$ cat src/rtl/hmpi_pkg.sv
// Shared types and constants for the hit maximum projection image block.
`default_nettype none

package hmpi_pkg;

  // Request codes carried by the req_type field.
  typedef enum logic [1:0] {
    REQ_START = 2'd0,
    REQ_HIT   = 2'd1,
    REQ_READ  = 2'd2
  } hmpi_req_t;

  // Configuration register indexes (byte address is four times the index).
  typedef enum logic [1:0] {
    CFG_COLOR_MODE   = 2'd0,
    CFG_FRAME_WIDTH  = 2'd1,
    CFG_FRAME_HEIGHT = 2'd2,
    CFG_MAX_AMP      = 2'd3
  } hmpi_cfg_idx_t;

  localparam int CFG_AW = 4;

  // Number of quotient bits produced by the serial divider.
  localparam int DIV_STEPS = 16;

  // One pixel as held in the frame store.
  typedef struct packed {
    logic [7:0] gray;
    logic [7:0] red;
    logic [7:0] green;
    logic [7:0] blue;
  } hmpi_pixel_t;

  // Commands from the controller to the datapath.
  typedef struct packed {
    logic capture;
    logic abort_clear;
    logic abort_set;
    logic div_start;
    logic rd_en;
    logic pix_load;
    logic wr_en;
    logic wr_clear;
    logic clr_cnt_reset;
    logic out_load;
  } hmpi_cmd_t;

  // Status from the datapath to the controller.
  typedef struct packed {
    hmpi_req_t req;
    logic      abort;
    logic      in_frame;
    logic      gray_mode;
    logic      div_done;
    logic      clr_last;
  } hmpi_status_t;

endpackage

`default_nettype wire

$ cat src/rtl/hmpi_ctrl.sv
// Controller state machine sequencing each transaction through the datapath.
`default_nettype none

module hmpi_ctrl (
  input  wire logic                   clk,
  input  wire logic                   rst,
  input  wire logic                   in_valid,
  output logic                        in_ready,
  output logic                        out_valid,
  input  wire logic                   out_ready,
  input  wire hmpi_pkg::hmpi_status_t status,
  output hmpi_pkg::hmpi_cmd_t         cmd
);

  import hmpi_pkg::*;

  typedef enum logic [2:0] {
    S_INIT_CLEAR,
    S_IDLE,
    S_DECODE,
    S_CLEAR,
    S_READ,
    S_DIV,
    S_WRITE,
    S_FINISH
  } state_t;

  state_t state;
  state_t state_next;
  logic   out_free;

  assign in_ready = (state == S_IDLE);
  assign out_free = !out_valid || out_ready;

  // Next state and commands.
  always_comb begin
    state_next = state;
    cmd        = '0;
    unique case (state)
      S_INIT_CLEAR: begin
        cmd.wr_clear = 1'b1;
        if (status.clr_last) begin
          state_next = S_IDLE;
        end
      end
      S_IDLE: begin
        if (in_valid) begin
          cmd.capture = 1'b1;
          state_next  = S_DECODE;
        end
      end
      S_DECODE: begin
        unique case (status.req)
          REQ_START: begin
            cmd.abort_clear   = 1'b1;
            cmd.clr_cnt_reset = 1'b1;
            state_next        = S_CLEAR;
          end
          REQ_HIT: begin
            if (status.abort) begin
              state_next = S_FINISH;
            end else if (!status.in_frame) begin
              cmd.abort_set = 1'b1;
              state_next    = S_FINISH;
            end else begin
              cmd.rd_en     = 1'b1;
              cmd.div_start = status.gray_mode;
              state_next    = S_READ;
            end
          end
          REQ_READ: begin
            if (status.in_frame) begin
              cmd.rd_en  = 1'b1;
              state_next = S_READ;
            end else begin
              state_next = S_FINISH;
            end
          end
          default: begin
            state_next = S_FINISH;
          end
        endcase
      end
      S_CLEAR: begin
        cmd.wr_clear = 1'b1;
        if (status.clr_last) begin
          state_next = S_FINISH;
        end
      end
      S_READ: begin
        cmd.pix_load = 1'b1;
        if (status.req == REQ_HIT) begin
          state_next = status.gray_mode ? S_DIV : S_WRITE;
        end else begin
          state_next = S_FINISH;
        end
      end
      S_DIV: begin
        if (status.div_done) begin
          state_next = S_WRITE;
        end
      end
      S_WRITE: begin
        cmd.wr_en  = 1'b1;
        state_next = S_FINISH;
      end
      S_FINISH: begin
        if (out_free) begin
          cmd.out_load = 1'b1;
          state_next   = S_IDLE;
        end
      end
      default: begin
        state_next = S_IDLE;
      end
    endcase
  end

  // State and result valid register.
  always_ff @(posedge clk) begin
    if (rst) begin
      state     <= S_INIT_CLEAR;
      out_valid <= 1'b0;
    end else begin
      state <= state_next;
      if (cmd.out_load) begin
        out_valid <= 1'b1;
      end else if (out_ready) begin
        out_valid <= 1'b0;
      end
    end
  end

endmodule

`default_nettype wire
$ cat config.mk
export PLATFORM = sky130hd
export DESIGN_NAME = hmpi_ctrl
export DESIGN_NICKNAME = d
export VERILOG_FILES = /design/src/rtl/hmpi_pkg.sv /design/src/rtl/hmpi_ctrl.sv
export SDC_FILE = /design/constraint.sdc
export NUM_CORES = 1
export LEC_CHECK = 0
export ABC_CLOCK_PERIOD_IN_PS = 1700
export BUFFER_PORTS_ARGS = -buffer_cell sky130_fd_sc_hd__buf_2
export CAP_MARGIN = 15
export CORE_AREA = 4 4 41 43
export CTS_BUF_LIST = sky130_fd_sc_hd__clkbuf_4
export DETAILED_ROUTE_END_ITERATION = 6
export DIE_AREA = 0 0 45 47
export PLACE_DENSITY_LB_ADDON = 0.1
export SKIP_LAST_GASP = 1
export SYNTH_ARGS = -nofsm -noshare
export SYNTH_HDL_FRONTEND = slang
export SYNTH_SLANG_ARGS = --single-unit
$ cat constraint.sdc
create_clock -name clk -period 1.7 [get_ports clk]
set_input_delay 0.51 -clock clk [delete_from_list [all_inputs] [get_ports clk]]
set_output_delay 0.51 -clock clk [all_outputs]
set_load 0.1 [all_outputs]
==> summary.md <==
| Metric | Value |
|---|---|
| # IOs | `23` |
| Root Buffer | `clkbuf_4` |
| Worst Setup Start Kind | `input pin` |
| Max Fclk | `537 MHz` |
| Cell Area, Synth | `415 sq um` |
| Largest family of logic cells by synthesized area | `simple AND/OR/NAND/NOR gates` |
| Top cell types by occurrence after synthesis | `6 x nand2_1, 5 x a21oi_1` |
| Synth area leaders | `dfxtp_1 19%, ha_1 12%, a21oi_1 6.0%` |
| Max stage delay on crit path | `230 ps` |
| WL final | `2.41 mm` |
| Reg2reg end | `state[1]` |
| Peak supply drop | `0.483 mV` |
| Multi-input gate area | `459 sq um` |
| Slew margin rel. | `0.676` |
| Top FF cell, synth | `dfxtp_1` |
| Crit path from | `status[6]` |
| Leak pwr | `0.521 nW` |
| Detailed-placement wirelength estimate | `1.06 mm` |
| Worst setup EP type | `primary output` |
| Initial antenna violation count | `0` |
| Xor/xnor cell area share of the yosys netlist | `0` |
| Cts hold-fix bufs | `0` |
| PD cells | `502 nW/um^2` |
| Period utilization | `1.09` |
| Gr ovfl total | `0` |
| Vias in the first global route | `668` |
| Vias per inst | `5.61` |
| Via count | `667` |
| YS warnings | `0` |
| Status | `finished, violations left` |
| Min-Delay Path Class | `in -> reg` |
| Mux cell area share after synthesis | `0` |
| Critical path class | `in -> out` |
| Total power | `0.590 mW` |
| Fin Clk Skew | `13.9 ps` |
| DR pass1 iterations | `4` |
| Syn_nets | `72` |
| Placed Instance Area | `880 sq um` |
| Reg clk slew, reported paths | `50 ps` |
| Worst Min Path Start | `rst` |
| Worst Path Required | `1190 ps` |
| First-pass GRT wire length | `2.98 mm` |
| Mapped Cells | `57` |
| Crit-path max FO | `3` |
| Post-synth cell types | `27` |
| Worst-Margin Slew | `490 ps` |
| Clock Path Buffers | `2` |
| FF-to-FF Start | `state[2]` |
| Post-route cell area | `1170 sq um` |
| Largest net degree at the start of global routing | `8` |
| CP max stage cell | `and4_4` |
| Fillers | `56` |
| Slew Viols, Final | `0` |
| Failing checks | `negative setup slack` |
| # rows | `13` |
| Most used cell along the critical path | `buf_12` |
| Mapped Avg Cell Area | `7.29 sq um` |
| Setup WS pre-CTS | `-278 ps` |
| Worst Slack Setup Final | `-161 ps` |
| Max H-tree Level | `1` |
| Placed insts | `98` |
| Simple-Gate Fraction of Synth Area | `0.349` |
| CORE AREA | `1300 sq um` |
| Seq cells post-synth | `4` |
| P&R area growth vs syn | `183%` |
| GPL Wtd Cong | `0.816` |
| Reg2reg setup slack | `-90 ps` |
| Max cap viols | `0` |
| Unrepaired setup endpoints after global routing | `true` |
| Worst EP arrival | `1350 ps` |
| WL/cell | `20.2 um` |
| Die area | `2120 sq um` |
| Setup crit end | `cmd[6]` |
| Largest delay share family, worst path | `simple AND/OR/NAND/NOR gates` |
| R2R depth | `6` |
| Hold_ws | `516 ps` |
| Post-synthesis adder-cell area fraction | `0.120` |
| Drt initial violations | `22` |
| Instance count on the critical path | `6` |
| Layout Nets | `120` |
| Drt drc | `0` |
| Hold Crit Depth | `2` |
| CP Cell Sequence | `buf_12, inv_16, ha_4, nor2b_4, and4_4, buf_12` |
| Die Span X | `45 um` |
| # clock sinks | `4` |
| Clock latency on the worst-skew pair | `270 ps` |
| Most numerous cell in the Yosys netlist | `nand2_1` |
| Post-synthesis compound-gate area fraction | `0.247` |
| Sequential share of the synthesized area | `0.193` |
| CTS buffer count | `3` |
| EDFF count, synth | `0` |
| Yosys top cell area share | `0.193` |
| CTS tree | `yes` |
| Fin crit period | `1860 ps` |
| Final Setup Violations | `13` |
| Port Buffer Count | `22` |
| Total GRT Usage | `0.193` |
| Effective utilization at floorplan | `0.319` |
| Worst Path Buf+Inv | `3` |
| Cell taking the most area after synthesis | `dfxtp_1` |
| Antenna Nets Post-Route | `0` |
| Inserted Diodes | `0` |
| Register area | `95.1 sq um` |
| Layout cells sized above 1 | `0.788` |
| Fin cells | `119` |
| Die height | `47 um` |
| Fin. Hold Viols | `0` |
| Asr flop ratio synth | `0` |
==> layer usage <==
| metal | share of wire | vias up | global-route usage |
|---|---|---|---|
| li1 | - | 301 | - |
| met1 | 0.39 | 316 | 0.203 |
| met2 | 0.52 | 39 | 0.359 |
| met3 | 0.060 | 11 | 0.0536 |
| met4 | 0.032 | 0 | 0.0819 |
| met5 | 0 | - | 0 |
==> state kept, by name (all words and copies together) (netlist names) <==
name	cells
out_valid	1
state	3
==> cells in the final DEF, fill, tap and decap left out, types with 3 or more instances in the layout <==
cell       n
buf_4     13
buf_12    12
buf_6     11
buf_2      9
a21oi_1    4
clkbuf_4   4
dfxtp_4    4
nand2_4    3
nor2_4     3
==> worst min path at each step <==
stage / to / slack, ps
2_1_floorplan: out_valid / 570
3_3_place_gp: out_valid / 500
3_5_place_dp: out_valid / 510
4_1_cts: out_valid / 490
5_1_grt: state[0] / 530
6_report: state[0] / 520
==> worst reg2reg max path: stages (launching register included) <==
cell,delay (ps)
dfxtp_4,370
buf_6,120
buf_6,120
or4_4,530
a221oi_2,240
nor3_1,120
o2bb2ai_1,160
==> repair_timing <==
item	CTS	global route
setup buffers	10	8
endpoints found under the setup margin	11	12
resized for setup	23	15
pin swaps	5	12
==> through the flow <==
stage	utilization	setup TNS (ps)
global placement	0.676	-1470
detailed placement	0.676	-1520
global route	0.902	-1760
CTS	0.809	-606
floorplan	-	-567
finish	0.902	-1360
==> area by class of cell <==
cell class              count  share of cell area
well taps                  15              0.0160
repair buffers             47               0.457
flip-flops and latches      4              0.0810
inverters                   4              0.0288
clock buffers               4              0.0256
multi-input cells          45               0.391
==> power breakdown <==
part | internal, mW | leakage [nW] | switching [mW]
clock | 0.106 | 0.0184 | 0.0737
sequential | 0.0946 | 0.0355 | 0.0103
combinational | 0.143 | 0.467 | 0.162
total | 0.344 | 0.521 | 0.246
==> kinds of logic (layout without fill, tap and decap cells) <==
group | Yosys count | after routing
buffers and inverters | 8 | 55
DFF | 4 | 4
AOI/OAI and AO/OA | 14 | 14
adders and majority gates | 4 | 4
and+or+nand+nor | 27 | 27
(Power assumes the default switching activity.)
